### src/design/kce_pkg.sv
// Shared types and constants for the k-combination enumerator.
// Used by kce_cfg_regs, kce_pos_mem, kce_seq and the top level; depends on nothing.
package kce_pkg;

    // Default sizes of the enumeration (largest k and largest n).
    localparam int MAX_K_DEF = 16;
    localparam int MAX_N_DEF = 64;

    // Field widths of the configuration registers and the result.
    localparam int K_W    = 5;
    localparam int N_W    = 7;
    localparam int ELEM_W = 6;

    // Configuration bus.
    localparam int APB_AW = 3;
    localparam int APB_DW = 32;

    // Register indexes.
    localparam logic REG_SUBSET_SIZE = 1'b0;
    localparam logic REG_SET_SIZE    = 1'b1;

    // Result status codes.
    typedef enum logic [1:0] {
        STATUS_ELEM  = 2'd0,
        STATUS_EMPTY = 2'd1,
        STATUS_NONE  = 2'd2
    } t_status;

    // Configuration as seen by the sequencer.
    typedef struct packed {
        logic [K_W-1:0] subset_size;
        logic [N_W-1:0] set_size;
        logic           wr_strobe;
    } t_cfg;

endpackage

### src/design/kce_cfg_regs.sv
// Configuration registers (subset size k, set size n) behind an APB-style port.
// Depends on kce_pkg.
module kce_cfg_regs (
    input  logic                        i_clk,
    input  logic                        i_rst_n,
    input  logic                        psel,
    input  logic                        penable,
    input  logic                        pwrite,
    input  logic [kce_pkg::APB_AW-1:0]  paddr,
    input  logic [kce_pkg::APB_DW-1:0]  pwdata,
    output logic [kce_pkg::APB_DW-1:0]  prdata,
    output logic                        pready,
    output kce_pkg::t_cfg               o_cfg
);

    logic [kce_pkg::K_W-1:0] r_subset_size;
    logic [kce_pkg::N_W-1:0] r_set_size;
    logic                    wr_en;
    logic                    reg_sel;

    assign pready  = 1'b1;
    assign wr_en   = psel & penable & pwrite;
    assign reg_sel = paddr[2];

    // Register writes; any write restarts the enumeration through wr_strobe.
    always_ff @(posedge i_clk) begin
        if (!i_rst_n) begin
            r_subset_size <= '0;
            r_set_size    <= '0;
        end else if (wr_en) begin
            if (reg_sel == kce_pkg::REG_SUBSET_SIZE) begin
                r_subset_size <= pwdata[kce_pkg::K_W-1:0];
            end else begin
                r_set_size <= pwdata[kce_pkg::N_W-1:0];
            end
        end
    end

    // Read data.
    always_comb begin
        if (reg_sel == kce_pkg::REG_SUBSET_SIZE) begin
            prdata = kce_pkg::APB_DW'(r_subset_size);
        end else begin
            prdata = kce_pkg::APB_DW'(r_set_size);
        end
    end

    assign o_cfg.subset_size = r_subset_size;
    assign o_cfg.set_size    = r_set_size;
    assign o_cfg.wr_strobe   = wr_en;

endmodule

### src/design/kce_pos_mem.sv
// Position memory: one write port, one read port, registered read data.
// Depends on kce_pkg for the element width.
module kce_pos_mem #(
    parameter int DEPTH = kce_pkg::MAX_K_DEF,
    parameter int AW    = (DEPTH > 1) ? $clog2(DEPTH) : 1
) (
    input  logic                        i_clk,
    input  logic                        i_we,
    input  logic [AW-1:0]               i_waddr,
    input  logic [kce_pkg::ELEM_W-1:0]  i_wdata,
    input  logic                        i_re,
    input  logic [AW-1:0]               i_raddr,
    output logic [kce_pkg::ELEM_W-1:0]  o_rdata
);

    logic [kce_pkg::ELEM_W-1:0] r_mem [DEPTH];
    logic [kce_pkg::ELEM_W-1:0] r_rdata;

    // Write port.
    always_ff @(posedge i_clk) begin
        if (i_we) begin
            r_mem[i_waddr] <= i_wdata;
        end
    end

    // Read port; the data holds until the next read.
    always_ff @(posedge i_clk) begin
        if (i_re) begin
            r_rdata <= r_mem[i_raddr];
        end
    end

    assign o_rdata = r_rdata;

endmodule

### src/design/kce_seq.sv
// Request sequencer: emits the current combination (the first is counted out, later
// ones come from the position memory), tracks the rightmost growable position, then
// writes back the refilled tail. Depends on kce_pkg; drives kce_pos_mem.
module kce_seq #(
    parameter int MAX_K = kce_pkg::MAX_K_DEF,
    parameter int AW    = (MAX_K > 1) ? $clog2(MAX_K) : 1
) (
    input  logic                        i_clk,
    input  logic                        i_rst_n,
    input  kce_pkg::t_cfg               i_cfg,
    input  logic                        i_req_valid,
    input  logic                        i_req_restart,
    output logic                        o_req_ready,
    output logic                        o_res_valid,
    input  logic                        i_res_ready,
    output logic [kce_pkg::ELEM_W-1:0]  o_res_element,
    output kce_pkg::t_status            o_res_status,
    output logic                        o_res_last,
    output logic                        o_res_final,
    output logic                        o_mem_we,
    output logic [AW-1:0]               o_mem_waddr,
    output logic [kce_pkg::ELEM_W-1:0]  o_mem_wdata,
    output logic                        o_mem_re,
    output logic [AW-1:0]               o_mem_raddr,
    input  logic [kce_pkg::ELEM_W-1:0]  i_mem_rdata
);

    typedef enum logic [1:0] {
        ST_IDLE,
        ST_SINGLE,
        ST_EMIT,
        ST_ADV
    } t_state;

    t_state                     r_state, n_state;
    logic                       r_exh, n_exh;
    logic                       r_emitted, n_emitted;
    logic                       r_first, n_first;
    logic                       r_fin, n_fin;
    logic [kce_pkg::N_W-1:0]    r_lim, n_lim;
    logic [AW-1:0]              r_idx, n_idx;
    logic [AW-1:0]              r_t, n_t;
    logic [kce_pkg::ELEM_W-1:0] r_pt, n_pt;
    logic [kce_pkg::ELEM_W-1:0] r_wv, n_wv;
    kce_pkg::t_status           r_single_status, n_single_status;
    logic                       r_single_final, n_single_final;
    logic                       r_ov, n_ov;
    logic [kce_pkg::ELEM_W-1:0] r_out_elem, n_out_elem;
    kce_pkg::t_status           r_out_status, n_out_status;
    logic                       r_out_last, n_out_last;
    logic                       r_out_final, n_out_final;

    logic [kce_pkg::K_W-1:0]    k;
    logic [kce_pkg::N_W-1:0]    n;
    logic                       out_free;
    logic                       none;
    logic                       eff_exh;
    logic                       eff_emitted;
    logic [kce_pkg::ELEM_W-1:0] cur_val;
    logic                       idx_last;
    logic                       fin_now;
    logic                       grow;

    assign k        = i_cfg.subset_size;
    assign n        = i_cfg.set_size;
    assign out_free = !r_ov || i_res_ready;

    // Request classification.
    assign none = (32'(k) > 32'(MAX_K)) || (32'(n) > 32'(kce_pkg::MAX_N_DEF)) ||
                  (kce_pkg::N_W'(k) > n);
    assign eff_exh     = r_exh & ~i_req_restart;
    assign eff_emitted = r_emitted & ~i_req_restart;

    // Current element: the first combination is 0..k-1, else it comes from memory.
    assign cur_val  = r_first ? kce_pkg::ELEM_W'(r_idx) : i_mem_rdata;
    assign idx_last = (8'(r_idx) + 8'd1) == 8'(k);
    assign fin_now  = (r_idx == '0) ? (8'(cur_val) == 8'(r_lim)) : r_fin;
    assign grow     = 8'(cur_val) != (8'(r_lim) + 8'(r_idx));

    assign o_req_ready = (r_state == ST_IDLE);

    // Next-state logic.
    always_comb begin
        n_state         = r_state;
        n_exh           = r_exh;
        n_emitted       = r_emitted;
        n_first         = r_first;
        n_fin           = r_fin;
        n_lim           = r_lim;
        n_idx           = r_idx;
        n_t             = r_t;
        n_pt            = r_pt;
        n_wv            = r_wv;
        n_single_status = r_single_status;
        n_single_final  = r_single_final;
        n_ov            = r_ov && !i_res_ready;
        n_out_elem      = r_out_elem;
        n_out_status    = r_out_status;
        n_out_last      = r_out_last;
        n_out_final     = r_out_final;
        o_mem_we        = 1'b0;
        o_mem_waddr     = r_idx;
        o_mem_wdata     = cur_val;
        o_mem_re        = 1'b0;
        o_mem_raddr     = '0;

        case (r_state)
            ST_IDLE: begin
                if (i_req_valid) begin
                    n_exh     = eff_exh;
                    n_emitted = eff_emitted;
                    if (none || eff_exh) begin
                        n_single_status = kce_pkg::STATUS_NONE;
                        n_single_final  = 1'b0;
                        n_state         = ST_SINGLE;
                    end else if (k == '0) begin
                        n_single_status = kce_pkg::STATUS_EMPTY;
                        n_single_final  = 1'b1;
                        n_emitted       = 1'b1;
                        n_exh           = 1'b1;
                        n_state         = ST_SINGLE;
                    end else begin
                        n_first   = !eff_emitted;
                        n_lim     = n - kce_pkg::N_W'(k);
                        n_idx     = '0;
                        n_emitted = 1'b1;
                        o_mem_re  = 1'b1;
                        n_state   = ST_EMIT;
                    end
                end
            end
            ST_SINGLE: begin
                if (out_free) begin
                    n_ov         = 1'b1;
                    n_out_elem   = '0;
                    n_out_status = r_single_status;
                    n_out_last   = 1'b1;
                    n_out_final  = r_single_final;
                    n_state      = ST_IDLE;
                end
            end
            ST_EMIT: begin
                if (out_free) begin
                    n_ov         = 1'b1;
                    n_out_elem   = cur_val;
                    n_out_status = kce_pkg::STATUS_ELEM;
                    n_out_last   = idx_last;
                    n_out_final  = fin_now;
                    n_fin        = fin_now;
                    // Keep the rightmost position that can still grow.
                    if (r_idx == '0) begin
                        n_t  = '0;
                        n_pt = cur_val;
                    end else if (grow) begin
                        n_t  = r_idx;
                        n_pt = cur_val;
                    end
                    // The first combination is stored as it goes out.
                    o_mem_we = r_first;
                    if (idx_last) begin
                        if (fin_now) begin
                            n_exh   = 1'b1;
                            n_state = ST_IDLE;
                        end else begin
                            n_idx   = n_t;
                            n_wv    = n_pt + kce_pkg::ELEM_W'(1);
                            n_state = ST_ADV;
                        end
                    end else begin
                        n_idx       = r_idx + AW'(1);
                        o_mem_re    = 1'b1;
                        o_mem_raddr = r_idx + AW'(1);
                    end
                end
            end
            ST_ADV: begin
                // Bump the growable position and refill the tail consecutively.
                o_mem_we    = 1'b1;
                o_mem_wdata = r_wv;
                if (idx_last) begin
                    n_state = ST_IDLE;
                end else begin
                    n_idx = r_idx + AW'(1);
                    n_wv  = r_wv + kce_pkg::ELEM_W'(1);
                end
            end
            default: begin
                n_state = ST_IDLE;
            end
        endcase

        // A register write restarts the enumeration.
        if (i_cfg.wr_strobe) begin
            n_exh     = 1'b0;
            n_emitted = 1'b0;
        end
    end

    // State and registered outputs.
    always_ff @(posedge i_clk) begin
        if (!i_rst_n) begin
            r_state   <= ST_IDLE;
            r_exh     <= 1'b0;
            r_emitted <= 1'b0;
            r_ov      <= 1'b0;
        end else begin
            r_state   <= n_state;
            r_exh     <= n_exh;
            r_emitted <= n_emitted;
            r_ov      <= n_ov;
        end
        r_first         <= n_first;
        r_fin           <= n_fin;
        r_lim           <= n_lim;
        r_idx           <= n_idx;
        r_t             <= n_t;
        r_pt            <= n_pt;
        r_wv            <= n_wv;
        r_single_status <= n_single_status;
        r_single_final  <= n_single_final;
        r_out_elem      <= n_out_elem;
        r_out_status    <= n_out_status;
        r_out_last      <= n_out_last;
        r_out_final     <= n_out_final;
    end

    assign o_res_valid   = r_ov;
    assign o_res_element = r_out_elem;
    assign o_res_status  = r_out_status;
    assign o_res_last    = r_out_last;
    assign o_res_final   = r_out_final;

`ifndef NO_ASSERTIONS
    // Reads and writes of the position memory never meet at one entry.
    a_no_rw_collision: assert property (@(posedge i_clk) disable iff (!i_rst_n)
        (o_mem_we && o_mem_re) |-> (o_mem_waddr != o_mem_raddr))
        else $error("position memory read and write hit the same entry");

    // Status and empty results are single-result transactions.
    a_single_is_last: assert property (@(posedge i_clk) disable iff (!i_rst_n)
        (r_ov && (r_out_status != kce_pkg::STATUS_ELEM)) |-> r_out_last)
        else $error("non-element result without last flag");

    // The write-back never runs past the k-th position.
    a_adv_in_range: assert property (@(posedge i_clk) disable iff (!i_rst_n)
        (r_state == ST_ADV) |-> (8'(r_idx) < 8'(k)))
        else $error("write-back index beyond subset size");

    // A finished enumeration is never advanced.
    a_no_adv_when_exh: assert property (@(posedge i_clk) disable iff (!i_rst_n)
        (r_state == ST_ADV) |-> !r_exh)
        else $error("advance while exhausted");

    // The last result of a combination returns the sequencer to idle or write-back.
    a_last_leaves_emit: assert property (@(posedge i_clk) disable iff (!i_rst_n)
        (r_state == ST_EMIT && out_free && idx_last) |=> (r_state != ST_EMIT))
        else $error("emission continued after the last element");
`endif

endmodule

### src/design/k_combination_enumerator.sv
// Lexicographic k-combination enumerator. Each request on the slave stream
// returns the current k-element subset of {0..n-1} as k transactions, one index
// each in increasing order, with tlast on the final one, then steps to the next
// subset. A request is accepted in the idle state, where position 0 is read;
// then the indices are emitted at one index per cycle while the output is taken,
// then the bumped position t and the refilled tail are written back through the
// single write port of the position memory. The final combination needs no
// write-back. A new request is accepted only once the sequencer is idle again.
// Status results (empty, none, exhausted) are single transactions. The largest
// set size comes from the package, since the element field holds indices up to
// 63. Any register write restarts the enumeration. The position memory needs
// no clearing pass: its data is used only once the first combination is stored.
module k_combination_enumerator #(
    parameter int MAX_K = kce_pkg::MAX_K_DEF
) (
    input  logic                        i_clk,
    input  logic                        i_rst_n,
    // Configuration port.
    input  logic                        psel,
    input  logic                        penable,
    input  logic                        pwrite,
    input  logic [kce_pkg::APB_AW-1:0]  paddr,
    input  logic [kce_pkg::APB_DW-1:0]  pwdata,
    output logic [kce_pkg::APB_DW-1:0]  prdata,
    output logic                        pready,
    // Request stream.
    input  logic                        s_axis_tvalid,
    output logic                        s_axis_tready,
    input  logic [7:0]                  s_axis_tdata,   // [0] restart, [7:1] zero
    // Result stream.
    output logic                        m_axis_tvalid,
    input  logic                        m_axis_tready,
    output logic [7:0]                  m_axis_tdata,   // [5:0] element, [7:6] status
    output logic                        m_axis_tlast,   // last_in_combination
    output logic                        m_axis_tuser    // [0] final_combination
);

    localparam int AW = (MAX_K > 1) ? $clog2(MAX_K) : 1;

    kce_pkg::t_cfg              cfg;
    kce_pkg::t_status           res_status;
    logic [kce_pkg::ELEM_W-1:0] res_element;
    logic                       mem_we;
    logic [AW-1:0]              mem_waddr;
    logic [kce_pkg::ELEM_W-1:0] mem_wdata;
    logic                       mem_re;
    logic [AW-1:0]              mem_raddr;
    logic [kce_pkg::ELEM_W-1:0] mem_rdata;

    // Configuration registers.
    kce_cfg_regs u_cfg (
        .i_clk   (i_clk),
        .i_rst_n (i_rst_n),
        .psel    (psel),
        .penable (penable),
        .pwrite  (pwrite),
        .paddr   (paddr),
        .pwdata  (pwdata),
        .prdata  (prdata),
        .pready  (pready),
        .o_cfg   (cfg)
    );

    // Position memory.
    kce_pos_mem #(
        .DEPTH (MAX_K),
        .AW    (AW)
    ) u_mem (
        .i_clk   (i_clk),
        .i_we    (mem_we),
        .i_waddr (mem_waddr),
        .i_wdata (mem_wdata),
        .i_re    (mem_re),
        .i_raddr (mem_raddr),
        .o_rdata (mem_rdata)
    );

    // Request sequencer.
    kce_seq #(
        .MAX_K (MAX_K),
        .AW    (AW)
    ) u_seq (
        .i_clk         (i_clk),
        .i_rst_n       (i_rst_n),
        .i_cfg         (cfg),
        .i_req_valid   (s_axis_tvalid),
        .i_req_restart (s_axis_tdata[0]),
        .o_req_ready   (s_axis_tready),
        .o_res_valid   (m_axis_tvalid),
        .i_res_ready   (m_axis_tready),
        .o_res_element (res_element),
        .o_res_status  (res_status),
        .o_res_last    (m_axis_tlast),
        .o_res_final   (m_axis_tuser),
        .o_mem_we      (mem_we),
        .o_mem_waddr   (mem_waddr),
        .o_mem_wdata   (mem_wdata),
        .o_mem_re      (mem_re),
        .o_mem_raddr   (mem_raddr),
        .i_mem_rdata   (mem_rdata)
    );

    assign m_axis_tdata = {res_status, res_element};

endmodule
### config.mk
export PLATFORM = sky130hd
export DESIGN_NAME = k_combination_enumerator
export DESIGN_NICKNAME = d
export VERILOG_FILES = /design/src/design/kce_pkg.sv /design/src/design/kce_cfg_regs.sv /design/src/design/kce_pos_mem.sv /design/src/design/kce_seq.sv /design/src/design/k_combination_enumerator.sv
export SDC_FILE = /design/constraint.sdc
export NUM_CORES = 1
export LEC_CHECK = 0
export ABC_AREA = 1
export BUFFER_PORTS_ARGS = -buffer_cell sky130_fd_sc_hd__buf_2
export CAP_MARGIN = 20
export CORE_MARGIN = 2
export CORE_UTILIZATION = 51
export CTS_CLUSTER_DIAMETER = 40
export DETAILED_ROUTE_END_ITERATION = 10
export PLACE_DENSITY = 0.74
export SLEW_MARGIN = 15
export SYNTH_ARGS = -nofsm -noshare
export SYNTH_HDL_FRONTEND = slang
export SYNTH_SLANG_ARGS = --single-unit
### constraint.sdc
create_clock -name i_clk -period 3.3 [get_ports i_clk]
set_clock_uncertainty 0.2 [all_clocks]
set_input_delay 0.66 -clock i_clk [delete_from_list [all_inputs] [get_ports i_clk]]
set_output_delay 0.66 -clock i_clk [all_outputs]
set_load 0.03 [all_outputs]
==> results.cfg, run 1 <==
[run_status]
outcome = finished clean

[timing]
timing.final.max_slew_violations = 0
relSlewSlack_pct = 40.37
timing.hold.ws_ps = 263.8
min_period_over_period_pct = 94.94
hold_viol_final = 0
worstMarginPinSlew_ps = 891.1
fmax_ghz = 0.3192
fin_crit_ps = 3133
finalSetupViolations = 0

[worst_setup_path]
regToRegSetupSlack_ps = 170
r2r-end = u_seq.r_wv[4]$_DFFE_PP_
worstSetupStartpoint = u_seq.r_lim[0]$_DFFE_PP_
path_class = register to register
cp.arrival_ps = 3120
crit_required_ps = 3290
regToRegStartpoint = u_seq.r_lim[0]$_DFFE_PP_
worstSetupStartpointType = register
reg2regPathDepth = 17
crit_fanout = 8
end_kind = register

[cts]
cts_num_sinks = 160
path_clk_slew_ps = 60
cts_tree = done
clock-root-buffer = clkbuf_16
clk_path_buf_depth = 2
clock_latency_ps = 430
h-tree-depth = 4
cts_buffers = 17

[place]
gp_congestion = 0.9391
hpwl_um = 11930
io_buffers = 34
place_area_sq_um = 8576

[synth]
ys_ff_latch = 160
ys.warnings.count = 0
netlist_area_sq_um = 8182
ys.flop_type = edfxtp_1
async_reset_ff_share_pct = 0
yosys-top-cells-area = edfxtp_1, nand2_1, inv_1
yosysTopAreaCell = edfxtp_1
syn_avg_cell_area_sq_um = 9.480
synth_top_cell_area_share_pct = 52.49
syn_inst = 863
synth_seq_area_share_pct = 56.64
synth_edf_count = 143
ys_types = 44

[detailed_routing]
routedWlPerCell_um = 15.30
drtIter0Drc = 617
ant_nets = 0
via_count = 6001
first_pass_iters = 5
vias_per_cell = 5.191
wirelength_um = 17690
drc_errors = 0

[final_layout]
postLayoutCellArea_sq_um = 9311
nNetsFinal = 998
antenna-diode-count = 0
mostFrequentLayoutCell = nand2_1
final_util_pct = 59.04
area_growth_pct = 13.81
layout_common_cells = nand2_1, edfxtp_1, inv_1, nor2_1, nand3_1
drive_gt1_share_pct = 15.85

[die]
die-area_sq_um = 17070
rows = 46
start_util_pct = 51.88
io_pins = 95
core_area_sq_um = 15770
die_width_um = 130.7
dieHeight_um = 130.7

[grt]
grt_max_degree = 62
grt_pass1_vias = 5341
overflow = 0
grt_antenna_before_repair = 0
globalRouteTotalUtil_pct = 21.10
grt_pass1_wl_um = 26880

[power]
irDropWorstVdd_mv = 0.3389
powerDensity_nw_per_um2 = 803.3
power.leakage_nw = 4.023

[run]
cap_violations = 0

[hold_path]
hold_start = pwdata[0]
min_path_type = primary input to register
min_to = u_cfg.r_subset_size[0]$_SDFFE_PN0P_
whs_path_depth = 3
==> timing repair <==
action                                  4_1_cts  5_1_grt
gates resized for setup                       0       12
endpoints found under the setup margin        0       16
buffers inserted                              0       11
hold buffers                                  0        0
==> per-stage QoR <==
stage / setup TNS [ps] / instances / total power, mW / worst slack, ps
6_report: 0 / 1156 / 7.480 / 167.1
5_1_grt: -127.9 / 1156 / 7.904 / -64.68
4_1_cts: 0 / 1144 / 7.378 / 32.15
3_5_place_dp: 0 / 1113 / 5.394 / 75.45
3_3_place_gp: 0 / 1113 / 5.333 / 75.57
2_1_floorplan: 0 / 887 / 4.678 / 168.1
==> how the worst max path moves through the flow <==
| stage | endpoint | slack [ps] | cells after the start |
|---|---|---|---|
| after floorplan | u_seq.r_wv[0]$_DFFE_PP_ | 170 | 10 |
| after global placement | u_seq.r_wv[4]$_DFFE_PP_ | 80 | 18 |
| after detailed placement | u_seq.r_wv[4]$_DFFE_PP_ | 80 | 18 |
| after CTS | u_mem.o_rdata[1]$_DFFE_PP_ | 30 | 13 |
| after global routing | u_seq.r_wv[4]$_DFFE_PP_ | -60 | 17 |
| final | u_seq.r_wv[4]$_DFFE_PP_ | 170 | 17 |
==> cell usage after synthesis, types with 8 or more instances <==
master,instances
nand3_1,76
inv_1,125
or2_2,12
buf_2,8
o21ai_0,58
buf_4,32
edfxtp_1,143
nand4_1,10
nand2_2,9
xor2_1,8
ha_1,18
o211ai_1,14
nor2_1,77
a21oi_1,23
dfxtp_1,17
nand2_1,164
==> kinds of logic (layout without fill, tap and decap cells) <==
kind of cell / after synthesis / in the layout / share of synthesized area [%]
flops: 160 / 160 / 56.64
buf+inv: 183 / 236 / 10.35
fa+ha+maj: 20 / 20 / 3.242
simple gates: 371 / 371 / 20.29
compound gates: 113 / 113 / 7.876
xor+xnor: 14 / 14 / 1.499
other cells: 2 / 26 / 0.09179
==> report_power, final <==
group          total, mW  switching (mW)  internal, mW
logic               2.65            1.80         0.845
clock network       1.99           0.800          1.19
registers           2.84           0.113          2.73
==> sequential cells by signal, summed over array words and instances (netlist names), 4 cells and up <==
| signal | flops |
|---|---|
| u_seq.o_mem_waddr | 4 |
| u_cfg.r_set_size | 7 |
| u_mem.r_mem | 96 |
| u_seq.r_wv | 6 |
| u_seq.o_res_element | 6 |
| u_cfg.r_subset_size | 5 |
| u_seq.r_t | 4 |
| u_seq.r_lim | 7 |
| u_seq.r_pt | 6 |
| u_mem.o_rdata | 6 |
==> area by class of cell <==
class	count	area, sq um
Clock inverter	13	162.7
Tap cell	216	270.3
Timing Repair Buffer	73	493.0
Sequential cell	160	4634
Clock buffer	18	429.2
Multi-Input combinational cell	544	2823
Fill cell	1318	6459
Inverter	132	499.2
==> routing by layer <==
metal / GRT usage (%) / vias to the layer above / wire, um
li1: - / 2961 / -
met1: 28.94 / 2809 / 7671
met2: 33.21 / 199 / 8498
met3: 4.479 / 32 / 1144
met4: 8.198 / 0 / 377
met5: 0 / - / 0
==> worst max-delay path, cell delays in order, from the launching register on <==
cell	delay [ps]
edfxtp_1	420
ha_2	220
inv_2	60
fa_2	440
inv_1	70
nand3_1	70
nand2_1	60
nand3_1	100
nor2_1	110
nand2_1	90
nor2_4	210
nand3_4	150
nand2_2	130
nand3_2	70
nand2_2	120
ha_4	150
nand3_1	100
xnor2_1	130
Power figures use the tool's default switching activity.
==> inputs of run 2 (changes only) <==
==> constraint.sdc (replaced) <==
create_clock -name i_clk -period 3.3 [get_ports i_clk]
set_clock_uncertainty 0.2 [all_clocks]
set_input_delay 0.495 -clock i_clk [delete_from_list [all_inputs] [get_ports i_clk]]
set_output_delay 0.495 -clock i_clk [all_outputs]
set_load 0.03 [all_outputs]
==> run 2 against run 1 <==
Against the previous run:
- critical path depth down 3
- die area is the same
- wire length rose by 0.89%
- largest power group unchanged
- sequential share of layout area up 0.17 points
- first-iteration DRC count grew 11%
- critical endpoint is now u_mem.o_rdata[1]$_DFFE_PP_
- register-to-register slack worse by 40 ps
- highest routed layer unchanged
==> results.cfg, run 2 (same netlist as run 1, synthesis figures left out) <==
[detailed_routing]
wirelength_um = 17850
ant_nets = 0
via_count = 6017
routedWlPerCell_um = 15.51
vias_per_cell = 5.228
drc_errors = 0
drtIter0Drc = 682
first_pass_iters = 5

[worst_setup_path]
crit_fanout = 13
cp.arrival_ps = 3150
path_class = register to register
crit_required_ps = 3280
end_kind = register
worstSetupStartpointType = register

[die]
rows = 46
io_pins = 95
dieHeight_um = 130.7
start_util_pct = 51.88
core_area_sq_um = 15770
die-area_sq_um = 17070
die_width_um = 130.7

[final_layout]
largestRegisters = u_mem.r_mem: 96 flops, u_cfg.r_set_size: 7 flops, u_seq.r_lim: 7 flops
largest_reg_flops = 96
nNetsFinal = 992
area_growth_pct = 13.43
top_register = u_mem.r_mem
antenna-diode-count = 0
nFillCells = 1301
drive_gt1_share_pct = 14.97
mostFrequentLayoutCell = nand2_1
postLayoutCellArea_sq_um = 9280
stdcell_count = 1151
layout_common_cells = nand2_1, edfxtp_1, inv_1, nor2_1, nand3_1

[timing]
worst_slack_ps = 127.5
worstMarginPinSlew_ps = 890.5
fin_crit_ps = 3173
hold_viol_final = 0
fmax_ghz = 0.3152
rsz0062_at_grt = yes
min_period_over_period_pct = 96.14
timing.final.max_slew_violations = 0
relSlewSlack_pct = 40.42
timing.hold.ws_ps = 107.0
finalSetupViolations = 0

[grt]
globalRouteTotalUtil_pct = 21.31
grt_pass1_vias = 5537
grt_max_degree = 62
grt_antenna_before_repair = 0
overflow = 0
grt_pass1_wl_um = 27320

[power]
p_int_mw = 4.764
irDropWorstVdd_mv = 0.4319
power.leakage_nw = 4.008
seq_power_share_pct = 37.7
clkPwrFrac_pct = 27.1
pwr-share-comb_pct = 35.2
switching_share_pct = 36.73
netSwitchingPower_mw = 2.766
power.total_mw = 7.530
powerDensity_nw_per_um2 = 811.4

[cts]
clock_latency_ps = 430
clk_path_buf_depth = 2
cts_buffers = 17
cts_tree = done
cts_hold_buf = 0
path_clk_slew_ps = 70
h-tree-depth = 4
cts_num_sinks = 160
clock-root-buffer = clkbuf_16

[place]
place_area_sq_um = 8576
io_buffers = 34
dp.cells = 1113
hpwl_um = 12050
gp_congestion = 0.9326
pre_cts_slack_ps = 77.55

[run_status]
outcome = finished clean

[run]
cap_violations = 0

[hold_path]
min_path_type = primary input to register
[run 2: cell count changes in the layout (fill, tap and decap cells not counted), sizes merged]
| cell | delta |
|---|---|
| buf | -6 |
| clkinvlp | -2 |
| inv | +3 |
[run 2: power by group through the flow]
| stage | combinational, mW | clock (mW) | sequential [mW] |
|---|---|---|---|
| 2_1_floorplan | 1.66 | 0 | 3.02 |
| 3_3_place_gp | 2.46 | 0 | 2.87 |
| 3_5_place_dp | 2.52 | 0 | 2.88 |
| 4_1_cts | 2.55 | 2.05 | 2.84 |
| 5_1_grt | 2.92 | 2.15 | 2.87 |
| 6_report | 2.65 | 2.04 | 2.84 |
[run 2: worst max-delay path, cell delays in order, from the launching register on]
cell,delay (ps)
edfxtp_1,430
buf_4,200
ha_1,230
inv_1,140
nand2_1,100
nand2_2,120
o22ai_1,90
a211oi_2,260
nand2_2,140
nand2_1,170
nor2_4,110
inv_1,330
nand3_1,150
nand3_1,120
nand2_1,100
[run 2: metal layers]
layer / share of wire (%) / routed length [um] / track usage, % / up-vias
met5: 0 / 0 / 0 / -
met4: 2.6 / 472 / 8.761 / 0
met3: 7.1 / 1259 / 3.705 / 44
met2: 49 / 8748 / 35.48 / 215
met1: 41 / 7370 / 27.85 / 2823
li1: - / - / - / 2935
[run 2: cell type report]
| type | count | area, sq um | area share, % |
|---|---|---|---|
| inverters | 132 | 495.5 | 5.339 |
| multi-input cells | 544 | 2823 | 30.42 |
| clock buffers | 18 | 429.2 | 4.625 |
| clock inverters | 14 | 180.2 | 1.941 |
| repair buffers | 67 | 447.9 | 4.827 |
| flip-flops and latches | 160 | 4634 | 49.94 |
| well taps | 216 | 270.3 | 2.912 |
[run 2: what timing repair did]
item                       CTS  global route
gates resized for setup      0             8
setup endpoints to repair    0            16
buffers inserted             0             5
[run 2: per-stage QoR]
| stage | setup TNS [ps] | utilization, % |
|---|---|---|
| detailed placement | 0 | 54.38 |
| global placement | 0 | 54.38 |
| finish | 0 | 58.85 |
| CTS | 0 | 58.24 |
| global route | -231.9 | 58.85 |
| floorplan | 0 | - |
[run 2: final timing paths]
path	endpoint	cells after the start	start	slack (ps)
max	u_mem.o_rdata[1]$_DFFE_PP_	14	u_seq.o_mem_waddr[0]$_DFFE_PP_	130
min	u_cfg.r_set_size[2]$_SDFFE_PN0P_	3	pwdata[2]	110
max reg2reg	u_mem.o_rdata[1]$_DFFE_PP_	14	u_seq.o_mem_waddr[0]$_DFFE_PP_	130
min reg2reg	u_seq.r_emitted$_SDFFE_PP0P_	2	u_seq.r_emitted$_SDFFE_PP0P_	290
